`config.mk`:
```
export PLATFORM = sky130hd
export DESIGN_NAME = cc20_ctrl
export DESIGN_NICKNAME = d
export VERILOG_FILES = /design/src/rtl/core/cc20_pkg.sv /design/src/rtl/core/cc20_ctrl.sv
export SDC_FILE = /design/constraint.sdc
export NUM_CORES = 1
export LEC_CHECK = 0
export CORE_MARGIN = 1
export CORE_UTILIZATION = 25
export CTS_CLUSTER_DIAMETER = 120
export CTS_CLUSTER_SIZE = 28
export DETAILED_ROUTE_END_ITERATION = 10
export DONT_BUFFER_PORTS = 1
export PLACE_DENSITY = 0.41
export SLEW_MARGIN = 30
export SYNTH_ARGS = -nofsm -noshare
export SYNTH_HDL_FRONTEND = slang
export SYNTH_SLANG_ARGS = --single-unit
```
`constraint.sdc`:
```
create_clock -name clk_i -period 1.6 [get_ports clk_i]
set_input_delay 0.08 -clock clk_i [delete_from_list [all_inputs] [get_ports clk_i]]
set_output_delay 0.08 -clock clk_i [all_outputs]
set_load 0.01 [all_outputs]
```
`src/rtl/core/cc20_pkg.sv`:
```
// ----------------------------------------------------------------------------
// cc20_pkg
// Shared widths, types, register codes and controller encoding for the
// ChaCha20 stream cipher core.
// ----------------------------------------------------------------------------
package cc20_pkg;

  localparam int unsigned WORD_W     = 32;
  localparam int unsigned TEXT_W     = 64;
  localparam int unsigned NUM_TEXT   = 8;
  localparam int unsigned NUM_WORDS  = 16;
  localparam int unsigned COUNT_W    = 7;
  localparam int unsigned CFG_IDX_W  = 3;
  localparam int unsigned CFG_DATA_W = 64;

  typedef logic [WORD_W-1:0]     word_t;
  typedef logic [TEXT_W-1:0]     text_t;
  typedef logic [COUNT_W-1:0]    count_t;
  typedef logic [CFG_IDX_W-1:0]  cfg_idx_t;
  typedef logic [CFG_DATA_W-1:0] cfg_data_t;

  // "expand 32-byte k"
  localparam word_t SIGMA_0 = 32'h6170_7865;
  localparam word_t SIGMA_1 = 32'h3320_646e;
  localparam word_t SIGMA_2 = 32'h7962_2d32;
  localparam word_t SIGMA_3 = 32'h6b20_6574;

  typedef enum logic [CFG_IDX_W-1:0] {
    CFG_KEY_01   = 3'd0,
    CFG_KEY_23   = 3'd1,
    CFG_KEY_45   = 3'd2,
    CFG_KEY_67   = 3'd3,
    CFG_NONCE_01 = 3'd4,
    CFG_NONCE_2  = 3'd5,
    CFG_INIT_CTR = 3'd6
  } cfg_reg_e;

  typedef enum logic [1:0] {
    ST_IDLE,
    ST_ROUND,
    ST_FINISH
  } ctrl_state_e;

  typedef struct packed {
    text_t [NUM_TEXT-1:0] text_word;
    count_t               byte_count;
    logic                 restart;
  } in_item_t;

  typedef struct packed {
    text_t [NUM_TEXT-1:0] out_word;
    count_t               out_count;
  } out_item_t;

  typedef struct packed {
    logic load;
    logic round;
    logic diag;
    logic finish;
  } dp_cmd_t;

  typedef struct packed {
    logic out_free;
  } dp_status_t;

endpackage

```
`src/rtl/core/cc20_ctrl.sv`:
```
// ----------------------------------------------------------------------------
// cc20_ctrl
// Sequencer: takes an item, steps the round datapath, then commits the
// result into the output register.
// ----------------------------------------------------------------------------
module cc20_ctrl #(
  parameter int unsigned DOUBLE_ROUNDS = 10
) (
  input  logic                 clk_i,
  input  logic                 rst_ni,
  input  logic                 in_valid_i,
  output logic                 in_ready_o,
  input  cc20_pkg::dp_status_t status_i,
  output cc20_pkg::dp_cmd_t    cmd_o
);
  import cc20_pkg::*;

  localparam int unsigned NUM_ROUNDS = 2 * DOUBLE_ROUNDS;
  localparam int unsigned RND_W      = $clog2(NUM_ROUNDS);
  localparam logic [RND_W-1:0] LAST_RND = RND_W'(NUM_ROUNDS - 1);

  ctrl_state_e      state_q, state_d;
  logic [RND_W-1:0] rnd_q, rnd_d;

  always_ff @(posedge clk_i or negedge rst_ni) begin
    if (!rst_ni) begin
      state_q <= ST_IDLE;
      rnd_q   <= '0;
    end else begin
      state_q <= state_d;
      rnd_q   <= rnd_d;
    end
  end

  always_comb begin
    state_d    = state_q;
    rnd_d      = rnd_q;
    in_ready_o = 1'b0;
    cmd_o      = '0;
    unique case (state_q)
      ST_IDLE: begin
        in_ready_o = 1'b1;
        if (in_valid_i) begin
          cmd_o.load = 1'b1;
          rnd_d      = '0;
          state_d    = ST_ROUND;
        end
      end
      ST_ROUND: begin
        cmd_o.round = 1'b1;
        // even rounds are column rounds, odd ones diagonal
        cmd_o.diag  = rnd_q[0];
        if (rnd_q == LAST_RND) begin
          state_d = ST_FINISH;
        end else begin
          rnd_d = rnd_q + 1'b1;
        end
      end
      ST_FINISH: begin
        if (status_i.out_free) begin
          cmd_o.finish = 1'b1;
          state_d      = ST_IDLE;
        end
      end
      default: begin
        state_d = ST_IDLE;
      end
    endcase
  end

endmodule

```
==> results of run 1 <==
[power by group through the flow]
stage	Combinational, uW	Sequential (uW)	Clock (uW)
6_report	400	356	164
5_1_grt	474	373	173
4_1_cts	407	356	171
3_5_place_dp	401	359	0
3_3_place_gp	395	355	0
2_1_floorplan	349	336	0
[per-stage QoR]
step	util, %	cell area [um^2]	setup slack, ns
final	32.33	441.7	0.1956
after global routing	32.33	441.7	0.09991
after CTS	32.33	441.7	0.1787
after detailed placement	29.58	404.1	0.2185
after global placement	29.58	404.1	0.2676
after floorplan	-	385.4	0.3079
[worst register-to-register path, stage by stage (launching register included)]
cell and delay [ns]:
dfrtp_1 0.42, ha_1 0.27, nand3b_1 0.10, o21ai_1 0.06
a22o_1 0.23, a32o_1 0.20
[state kept, by name (all words and copies together) (netlist names)]
register / flops
rnd_q: 5
state_q: 2
[kinds of logic after synthesis]
group	Yosys count
AO/OA/AOI/OAI	9
AND/OR/NAND/NOR	20
buffers and inverters	5
flip-flops	7
multiplexers	1
adder cells (fa/ha/maj)	1
[layer usage]
| layer | global-route usage (%) | vias to the layer above | part of all wire (%) |
|---|---|---|---|
| li1 | - | 160 | - |
| met1 | 15.61 | 135 | 53 |
| met2 | 14.84 | 11 | 38 |
| met3 | 3.261 | 2 | 6.6 |
| met4 | 12.10 | 0 | 2.3 |
| met5 | 0 | - | 0 |
[area by class of cell]
type                            count  area, um^2  area share, %
Tap cell                           15       18.77          4.249
Multi-Input combinational cell     31       183.9          41.64
Clock buffer                        3       22.52          5.099
Timing Repair Buffer                3       25.02          5.666
Clock inverter                      1       5.005          1.133
Inverter                            3       11.26          2.550
Sequential cell                     7       175.2          39.66
[timing repair]
action	CTS	global route
endpoints found under the hold margin	7	0
hold buffers	1	0
gates resized for setup	0	0
[final timing paths]
kind	from	depth (start not counted)	slack [ns]	end
max	rnd_q[0]	5	0.20	rnd_q[4]
min	status_i	2	0.03	state_q[1]
max reg2reg	rnd_q[0]	5	0.20	rnd_q[4]
min reg2reg	rnd_q[1]	2	0.54	rnd_q[1]
max in group asynchronous	rst_ni	1	1.22	rnd_q[4]
min in group asynchronous	rst_ni	1	0.14	rnd_q[1]
[cells in the final DEF (no fill, tap or decap), types with 2 or more instances in the layout]
master	synthesis	layout
buf_4	2	2
clkbuf_4	0	3
dfrtp_1	7	7
inv_1	3	3
nand2_1	6	6
nand3_1	4	4
nor2_1	3	3
o21ai_0	4	4
o21ai_1	2	2
==> results.md, run 1 <==
- Synth Warn #: 0
- H-tree depth: 1
- Clock share of power: roughly 18%
- Largest net degree at the start of global routing: 8
- Routability cong.: between 0.7 and 0.8
- CTS sink count: 7
- Post-DR wirelength/cell: ~11 um
- Comb pwr share: 43.4%
- Simple-gate portion of the synthesized area: a little over a quarter
- Outcome: complete, no violations
- Initial antenna violation count: 0
- Cell with the most instances after synthesis: dfrtp_1
- Fill count: about 150
- Main synth FF type: dfrtp_1
- Sequential fraction of the synthesis area: 45.45%
- Vias/cell: 4.889
- Smallest hold slack: 0.02846 ns
- Crit-path cells: ha_1 -> nand3b_1 -> o21ai_1 -> a22o_1 -> a32o_1
- Post-route insts no fill: 63
- Leakage: between 0.0002 and 0.00025 uW
- Dpl cells: 58
- Worst slew pin tran: 0.3869 ns
- Internal: ~540 uW
- Syn Area/Cell: 8.962 um^2
- Hold Path Class: input port to flip-flop
- Worst stage delay on the critical path: 0.42 ns
- Initial DRC count: 10
- Req. time, crit path: roughly 1.7 ns
- Synth top area cells: dfrtp_1 (45%), nand2_1 (5.8%), nand3_1 (5.2%)
- VDD IR max: approximately 0.0006 V
- Setup TNS Final: 0 ns
- Compound-Gate Fraction of Synth Area: 14.61%
- Final Hold Fails: 0
- CTS tree: done
- Synth Area in Adders: 3.247%
- Yosys reg bits: 7
- PwrDens: 2083 nW/um^2
- Tot Pwr: 919.9 uW
- Setup Viol. Count Final: 0
- Reg clk slew, reported paths: 0.06 ns
- Post-layout min period: 1.404 ns
- Highest Clock Rate: 712.0 MHz
- Root buf cell: clkbuf_4
- Vias in the first global route: roughly 270
- Die W: 41.26 um
- Post-synth ARST share: 100.0%
- Max Buffers Root-to-Sink: 2
- Final WL: 709 um
- Synth Area in XOR/XNOR: 0%
- Setup Skew: 0.007121 ns
- RSZ-0062 raised after global routing: false
- CP Max Fanout: 5
- Worst slew margin: 74.15%
- Distinct cell type count after synthesis: 20
- Net Sw Power: 383.0 uW
- Post-synthesis mux area share: 2.597%
- Iteration count of the initial detailed-routing pass: 3
- Largest family of logic cells by synthesized area: simple AND/OR/NAND/NOR gates
- Clock Latency Late Sink: between 0.2 and 0.3 ns
- Postcts setup bufs: 0
- Share of post-route cells with drive strength above 1: around 13%
- I/O pins: 9
- Initial Utilization: 28.21%
- Share of power burned in registers: 38.7%
- Critical Path Sink Type: flip-flop
- Synthesized instance count: 43
- Sw frac: 41.63%
- Core ar.: 1366 um^2
- GRT Total Usage: between 10% and 20%
- Number of diodes: 0
- First-pass GRT wire length: 1207 um
- Post-synth EDFFs: 0
- Rows: 13
- Die H: slightly above 40 um
- Slew Viols, Final: 0
- Routed via count: 308
- Critical path type: flip-flop to flip-flop
- CP arrival: ~1.5 ns
- Layout area overhead: 14.61%
- Syn Nets: 48
- Fin crit share: 87.78%
- Max Cap Violations: 0
- Port bufs: 0
- Cell area after synthesis: about 390 um^2
- Residual DRC count: 0
- Top cell type's share of synthesized area: 45.45%
- Worst Path Buf+Inv: 0
- Cell accounting for the most synthesized area: dfrtp_1
- CP startpoint kind: flip-flop
- Top post-synthesis cells by count: dfrtp_1 (7), nand2_1 (6), nand3_1 (4), o21ai_0 (4)
- Die area: 1702 um^2
- Cell family contributing the most delay on the critical path: compound AO/OA/AOI/OAI gates
- Num CTS Buffers: 3
- Routed Antenna Nets: 0
- Congestion Overflow GR: 0
- Net count reported at finish: 54
- Slowest cell on the critical path: dfrtp_1
Note: power is estimated with default switching activity, not from simulation.
==> inputs of run 2 (changes only) <==
--- a/config.mk
+++ b/config.mk
@@ -11,7 +11,9 @@
 export CTS_CLUSTER_SIZE = 28
 export DETAILED_ROUTE_END_ITERATION = 10
 export DONT_BUFFER_PORTS = 1
+export HOLD_SLACK_MARGIN = 0.15
 export PLACE_DENSITY = 0.41
+export REMOVE_ABC_BUFFERS = 1
 export SLEW_MARGIN = 30
 export SYNTH_ARGS = -nofsm -noshare
 export SYNTH_HDL_FRONTEND = slang
==> run 2 against run 1 <==
Non-clock buffer count rose by 2; combinational power rose by 3%; global-route usage fell by 0.34 points; maximum frequency rose by 0.64%; count of clock-buffer cells in the layout rose by 1; clock skew fell by 0.0037 ns; die area did not move; critical path depth did not move; sequential power barely moved; sequential cell count did not move; critical path type unchanged; largest power group unchanged.
==> results.md, run 2 (synthesis gave the netlist of run 1 again) <==
- Hpwl dp: 557.3 um
- Routed Antenna Nets: 0 (unchanged)
- Iteration count of the initial detailed-routing pass: 4 (+1)
- Die W: 41.26 um (unchanged)
- CTS sink count: 7 (unchanged)
- Req. time, crit path: 1.74 ns (about the same)
- Initial Utilization: 28.21% (unchanged)
- Most common cell after layout, fill and taps aside: dfrtp_1
- Leakage: 0.0002210 uW (+2.6%)
- Number of diodes: 0 (unchanged)
- Highest Clock Rate: 716.6 MHz (+0.64%)
- Sw frac: 41.47% (-0.16 points)
- Slowest cell on the critical path: dfrtp_1
- Hold Path Class: input port to async pin
- Post-layout min period: 1.396 ns (-0.008911 ns)
- Max Buffers Root-to-Sink: 2 (unchanged)
- Setup WS post-layout: 0.2045 ns (+0.008911 ns)
- Final Hold Fails: 0 (unchanged)
- Post-DR wirelength/cell: 11.65 um (+3.5%)
- Die H: 41.26 um (unchanged)
- Net Sw Power: 386.6 uW (+0.94%)
- Share of power burned in registers: 38.3% (-0.4 points)
- Outcome: complete, no violations
- Postcts setup bufs: 0 (unchanged)
- Commonest cells after routing, fill and taps aside: dfrtp_1 (7), nand2_1 (6), nand3_1 (4), o21ai_0 (4)
- Port bufs: 0 (unchanged)
- Worst slew margin: 78.16% (+4.0 points)
- First-pass GRT wire length: 1228 um (+1.7%)
- Max Cap Violations: 0 (unchanged)
- Reg clk slew, reported paths: 0.05 ns (about the same)
- CTS tree: done
- Worst Path Buf+Inv: 0 (unchanged)
- Final WL: 757 um (+6.8%)
- CP startpoint kind: flip-flop
- Tot Pwr: 932.2 uW (+1.3%)
- Die area: 1702 um^2 (unchanged)
- Vias in the first global route: 304 (+12%)
- Clock share of power: 17.3% (-0.6 points)
- Routability cong.: 0.7222 (-0.23%)
- Routed via count: 324 (+5.2%)
- H-tree depth: 1 (unchanged)
- Setup Viol. Count Final: 0 (unchanged)
- Post-route insts no fill: 65 (+3.2%)
- Num CTS Buffers: 3 (unchanged)
- Cell family contributing the most delay on the critical path: compound AO/OA/AOI/OAI gates
- VDD IR max: 0.0008349 V (+40%)
- Critical Path Sink Type: flip-flop
- I/O pins: 9 (unchanged)
- Cts repair resizes: 0 (unchanged)
- Initial DRC count: 8 (-2)
- Fin crit share: 87.22% (-0.56 points)
- Setup TNS Final: 0 ns (unchanged)
- Comb pwr share: 44.4% (+1.0 points)
- Vias/cell: 4.985 (+2.0%)
- CP Max Fanout: 5 (unchanged)
- Root buf cell: clkbuf_4
- Core ar.: 1366 um^2 (unchanged)
- PwrDens: 2025 nW/um^2 (-2.8%)
- GRT Total Usage: 11.59% (-0.34 points)
- Net count reported at finish: 56 (+3.7%)
- Worst stage delay on the critical path: 0.41 ns (about the same)
- Worst slew pin tran: 0.3265 ns (-0.06043 ns)
- Dpl cells: 58 (unchanged)
- Layout area overhead: 19.48%
- Max reg flops: 5 (unchanged)
- Top flop regs: rnd_q x5, state_q x2
- Share of post-route cells with drive strength above 1: 10.00% (-2.5 points)
- Internal: 545.7 uW (+1.6%)
- Critical path type: flip-flop to flip-flop
- Largest reg by FF count: rnd_q
- Slew Viols, Final: 0 (unchanged)
- Dpl ws: 0.2176 ns (-0.0009290 ns)
- Initial antenna violation count: 0 (unchanged)
- Setup Skew: 0.003374 ns (-0.003748 ns)
- Congestion Overflow GR: 0 (unchanged)
- Largest net degree at the start of global routing: 8 (unchanged)
- RSZ-0062 raised after global routing: false
- Smallest hold slack: 0.1573 ns (+0.1289 ns)
- CP arrival: 1.53 ns (about the same)
- Crit-path cells: ha_1 -> nand3b_1 -> o21ai_1 -> a22o_1 -> a32o_1
- Clock Latency Late Sink: 0.25 ns (about the same)
- Residual DRC count: 0 (unchanged)
- Rows: 13 (unchanged)
## run 2: cell types whose count changed in the layout (fill, tap and decap cells not counted), sizes merged
cell and delta:
dlygate4sd3 +2, clkbuf +1, clkinv -1
## run 2: worst paths after layout
path                       startpoint       end  slack [ns]  depth (start not counted)
min reg2reg                  rnd_q[1]  rnd_q[1]        0.54                          2
min in group clk_i           status_i  cmd_o[0]        0.26                          2
max                          rnd_q[0]  rnd_q[4]        0.20                          5
max reg2reg                  rnd_q[0]  rnd_q[4]        0.20                          5
max in group asynchronous      rst_ni  rnd_q[3]        1.20                          1
min                            rst_ni  rnd_q[0]        0.16                          1
## run 2: cell type report
class | count | area (um^2)
repair buffers | 5 | 45.04
fillers | 162 | 905.9
flip-flops and latches | 7 | 175.2
multi-input cells | 31 | 183.9
clock buffers | 4 | 26.28
inverters | 3 | 11.26
well taps | 15 | 18.77
## run 2: metal layers
metal  track usage, %  up-vias  wire length (um)
met5                0        -                 0
met4            7.258        0                14
met3            3.261        2                40
met2            18.36        8               326
met1            13.62      152               375
li1                 -      162                 -
## run 2: what timing repair did
action                     4_1_cts  5_1_grt
setup endpoints to repair        0        0
hold buffers                     3        0
hold endpoints to repair        10        0
## run 2: metrics by stage
stage / instance area (um^2) / util, %
global placement: 404.1 / 29.58
CTS: 460.4 / 33.70
detailed placement: 404.1 / 29.58
floorplan: 370.4 / -
finish: 460.4 / 33.70
global route: 460.4 / 33.70
## run 2: power by group through the flow
stage / Sequential [uW] / Combinational (uW) / Clock (uW)
after CTS: 354 / 421 / 167
after detailed placement: 358 / 410 / 0
after floorplan: 335 / 304 / 0
after global routing: 372 / 467 / 178
final: 357 / 414 / 161
after global placement: 354 / 391 / 0
## run 2: worst reg2reg max path: stages (launching register included)
cell      delay [ns]
dfrtp_1         0.41
ha_1            0.27
nand3b_1        0.10
o21ai_1         0.07
a22o_1          0.23
a32o_1          0.19
==> inputs of run 3 (changes only) <==
--- a/config.mk
+++ b/config.mk
@@ -5,14 +5,15 @@
 export SDC_FILE = /design/constraint.sdc
 export NUM_CORES = 1
 export LEC_CHECK = 0
+export BUFFER_PORTS_ARGS = -buffer_cell sky130_fd_sc_hd__buf_4
 export CORE_MARGIN = 1
 export CORE_UTILIZATION = 25
+export CTS_BUF_LIST = sky130_fd_sc_hd__clkbuf_8
 export CTS_CLUSTER_DIAMETER = 120
 export CTS_CLUSTER_SIZE = 28
 export DETAILED_ROUTE_END_ITERATION = 10
-export DONT_BUFFER_PORTS = 1
 export HOLD_SLACK_MARGIN = 0.15
-export PLACE_DENSITY = 0.41
+export PLACE_DENSITY = 0.46
 export REMOVE_ABC_BUFFERS = 1
 export SLEW_MARGIN = 30
 export SYNTH_ARGS = -nofsm -noshare
==> run 3 against run 2 <==
Clock skew down 0.0020 ns; largest power group unchanged; hold slack worse by 0.0028 ns; count of clock-buffer cells in the layout down 1; largest cell class unchanged.
==> results.md, run 3 (synthesis gave the netlist of run 1 again) <==
- Clock Latency Late Sink: 0.23 ns (-0.02 ns)
- CP startpoint kind: flip-flop
- Comb pwr share: 42.2% (-2.2 points)
- Leakage: 0.0002548 uW (+15%)
- Final Hold Fails: 0 (unchanged)
- Post-DR wirelength/cell: 10.78 um (-7.4%)
- Setup Viol. Count Final: 0 (unchanged)
- Top flop regs: rnd_q x5, state_q x2
- Worst r2r src: rnd_q[0]
- Iteration count of the initial detailed-routing pass: 4 (unchanged)
- First-pass GRT wire length: 1138 um (-7.3%)
- Routed via count: 331 (+2.2%)
- CTS sink count: 7 (unchanged)
- Setup Skew: 0.001333 ns (-0.002040 ns)
- Placed inst area: 449.2 um^2 (+11%)
- Slew Viols, Final: 0 (unchanged)
- Worst slew pin tran: 0.4419 ns (+0.1154 ns)
- Share of power burned in registers: 34.2% (-4.1 points)
- Final WL: 744 um (-1.7%)
- Hpwl dp: 524.9 um (-5.8%)
- CP Max Fanout: 7 (+2)
- Residual DRC count: 0 (unchanged)
- Largest reg by FF count: rnd_q
- Number of diodes: 0 (unchanged)
- Max Cap Violations: 0 (unchanged)
- Critical Path Sink Type: primary output
- Routed Antenna Nets: 0 (unchanged)
- Post-layout min period: 1.464 ns (+0.06875 ns)
- Die W: 41.26 um (unchanged)
- Die area: 1702 um^2 (unchanged)
- Reg clk slew, reported paths: 0.04 ns (about the same)
- GRT Total Usage: 11.76% (+0.17 points)
- Initial antenna violation count: 0 (unchanged)
- Setup TNS Final: 0 ns (unchanged)
- Layout area overhead: 30.84%
- Min-delay src: status_i
- Vias in the first global route: 261 (-14%)
- Highest Clock Rate: 682.9 MHz (-4.7%)
- Critical path type: flip-flop to primary output
- Internal: 642.9 uW (+18%)
- Crit path launch: state_q[0]
- CTS tree: done
- Core ar.: 1366 um^2 (unchanged)
- Hold Path Class: input port to flip-flop
- Worst slew margin: 70.48% (-7.7 points)
- PwrDens: 2065 nW/um^2 (+2.0%)
- Share of post-route cells with drive strength above 1: 20.37% (+10 points)
- H-tree depth: 1 (unchanged)
- Clock share of power: 23.5% (+6.2 points)
- Max Buffers Root-to-Sink: 2 (unchanged)
- Most common cell after layout, fill and taps aside: buf_4
- Die H: 41.26 um (unchanged)
- Initial DRC count: 10 (+2)
- Fin crit share: 91.52% (+4.3 points)
- Max reg flops: 5 (unchanged)
- Sw frac: 38.24% (-3.2 points)
- Final instance area: 504.2 um^2 (+9.5%)
- RSZ-0062 raised after global routing: false
- Initial Utilization: 28.21% (unchanged)
- Routability cong.: 0.6747 (-6.6%)
- Largest net degree at the start of global routing: 8 (unchanged)
- Port bufs: 8 (+8)
- Congestion Overflow GR: 0 (unchanged)
- Outcome: complete, no violations
- Rows: 13 (unchanged)
- CP arrival: 1.38 ns (-0.15 ns)
- VDD IR max: 0.0007005 V (-16%)
- Num CTS Buffers: 3 (unchanged)
- Postcts setup bufs: 0 (unchanged)
- Net Sw Power: 398.1 uW (+3.0%)
- Commonest cells after routing, fill and taps aside: buf_4 (8), dfrtp_1 (7), nand2_1 (6)
- Root buf cell: clkbuf_8
- I/O pins: 9 (unchanged)
- Net count reported at finish: 60 (+7.1%)
- Req. time, crit path: 1.52 ns (-0.22 ns)
- Vias/cell: 4.797 (-3.8%)
[run 3: cell count changes in the layout (fill, tap and decap cells not counted)]
cell,previous run,this run
inv_1,3,4
buf_4,2,8
clkbuf_4,3,0
clkbuf_1,1,0
dlygate4sd3_1,3,1
clkbuf_8,0,3
[run 3: path summary, 6_finish.rpt]
kind	endpoint	slack, ns	cells after the start
worst max-delay path	cmd_o[1]	0.14	3
worst min-delay path	state_q[1]	0.15	3
worst max register to register	rnd_q[4]	0.22	5
worst min register to register	rnd_q[0]	0.54	1
max in group asynchronous	state_q[1]	1.27	2
min in group asynchronous	rnd_q[3]	0.21	2
[run 3: per-layer routing]
metal  global-route usage [%]  wire length [um]  up-vias
met2                    13.67               286       12
met1                    14.10               379      144
met4                    16.94                38        0
li1                         -                 -      171
met5                        0                 0        -
met3                    3.261                40        4
[run 3: critical path, cell delays in order, from the launching register on]
cell	delay, ns
dfrtp_1	0.43
nor2b_1	0.42
and2_1	0.20
buf_4	0.11
[run 3: per-stage QoR]
stage	utilization, %	std cells	setup WS, ns	power [uW]	hold WS [ns]
after floorplan	-	41	0.3079	640.0	-0.2156
after global placement	32.88	64	0.2141	810.9	-0.09617
after detailed placement	32.88	64	0.2376	792.8	-0.09977
after CTS	36.90	69	0.1391	1050	0.1524
after global routing	36.90	69	0.04395	1127	0.1737
final	36.90	69	0.1357	1041	0.1545
[run 3: final cells by class]
class,count,area (um^2)
inverters,3,11.26
clock buffers,3,41.29
fillers,140,862.1
well taps,15,18.77
clock inverters,1,3.754
repair buffers,9,70.07
multi-input cells,31,183.9
flip-flops and latches,7,175.2
[run 3: power by group through the flow]
stage	clock network (uW)	registers, uW	logic, uW
finish	245	356	440
global route	259	371	497
CTS	255	354	441
detailed placement	0	357	436
global placement	0	360	451
floorplan	0	335	304
[run 3: repair_timing]
action,in CTS,in global routing
hold endpoints to repair,7,0
setup endpoints to repair,0,0
hold buffers,1,0
gates resized for setup,0,0
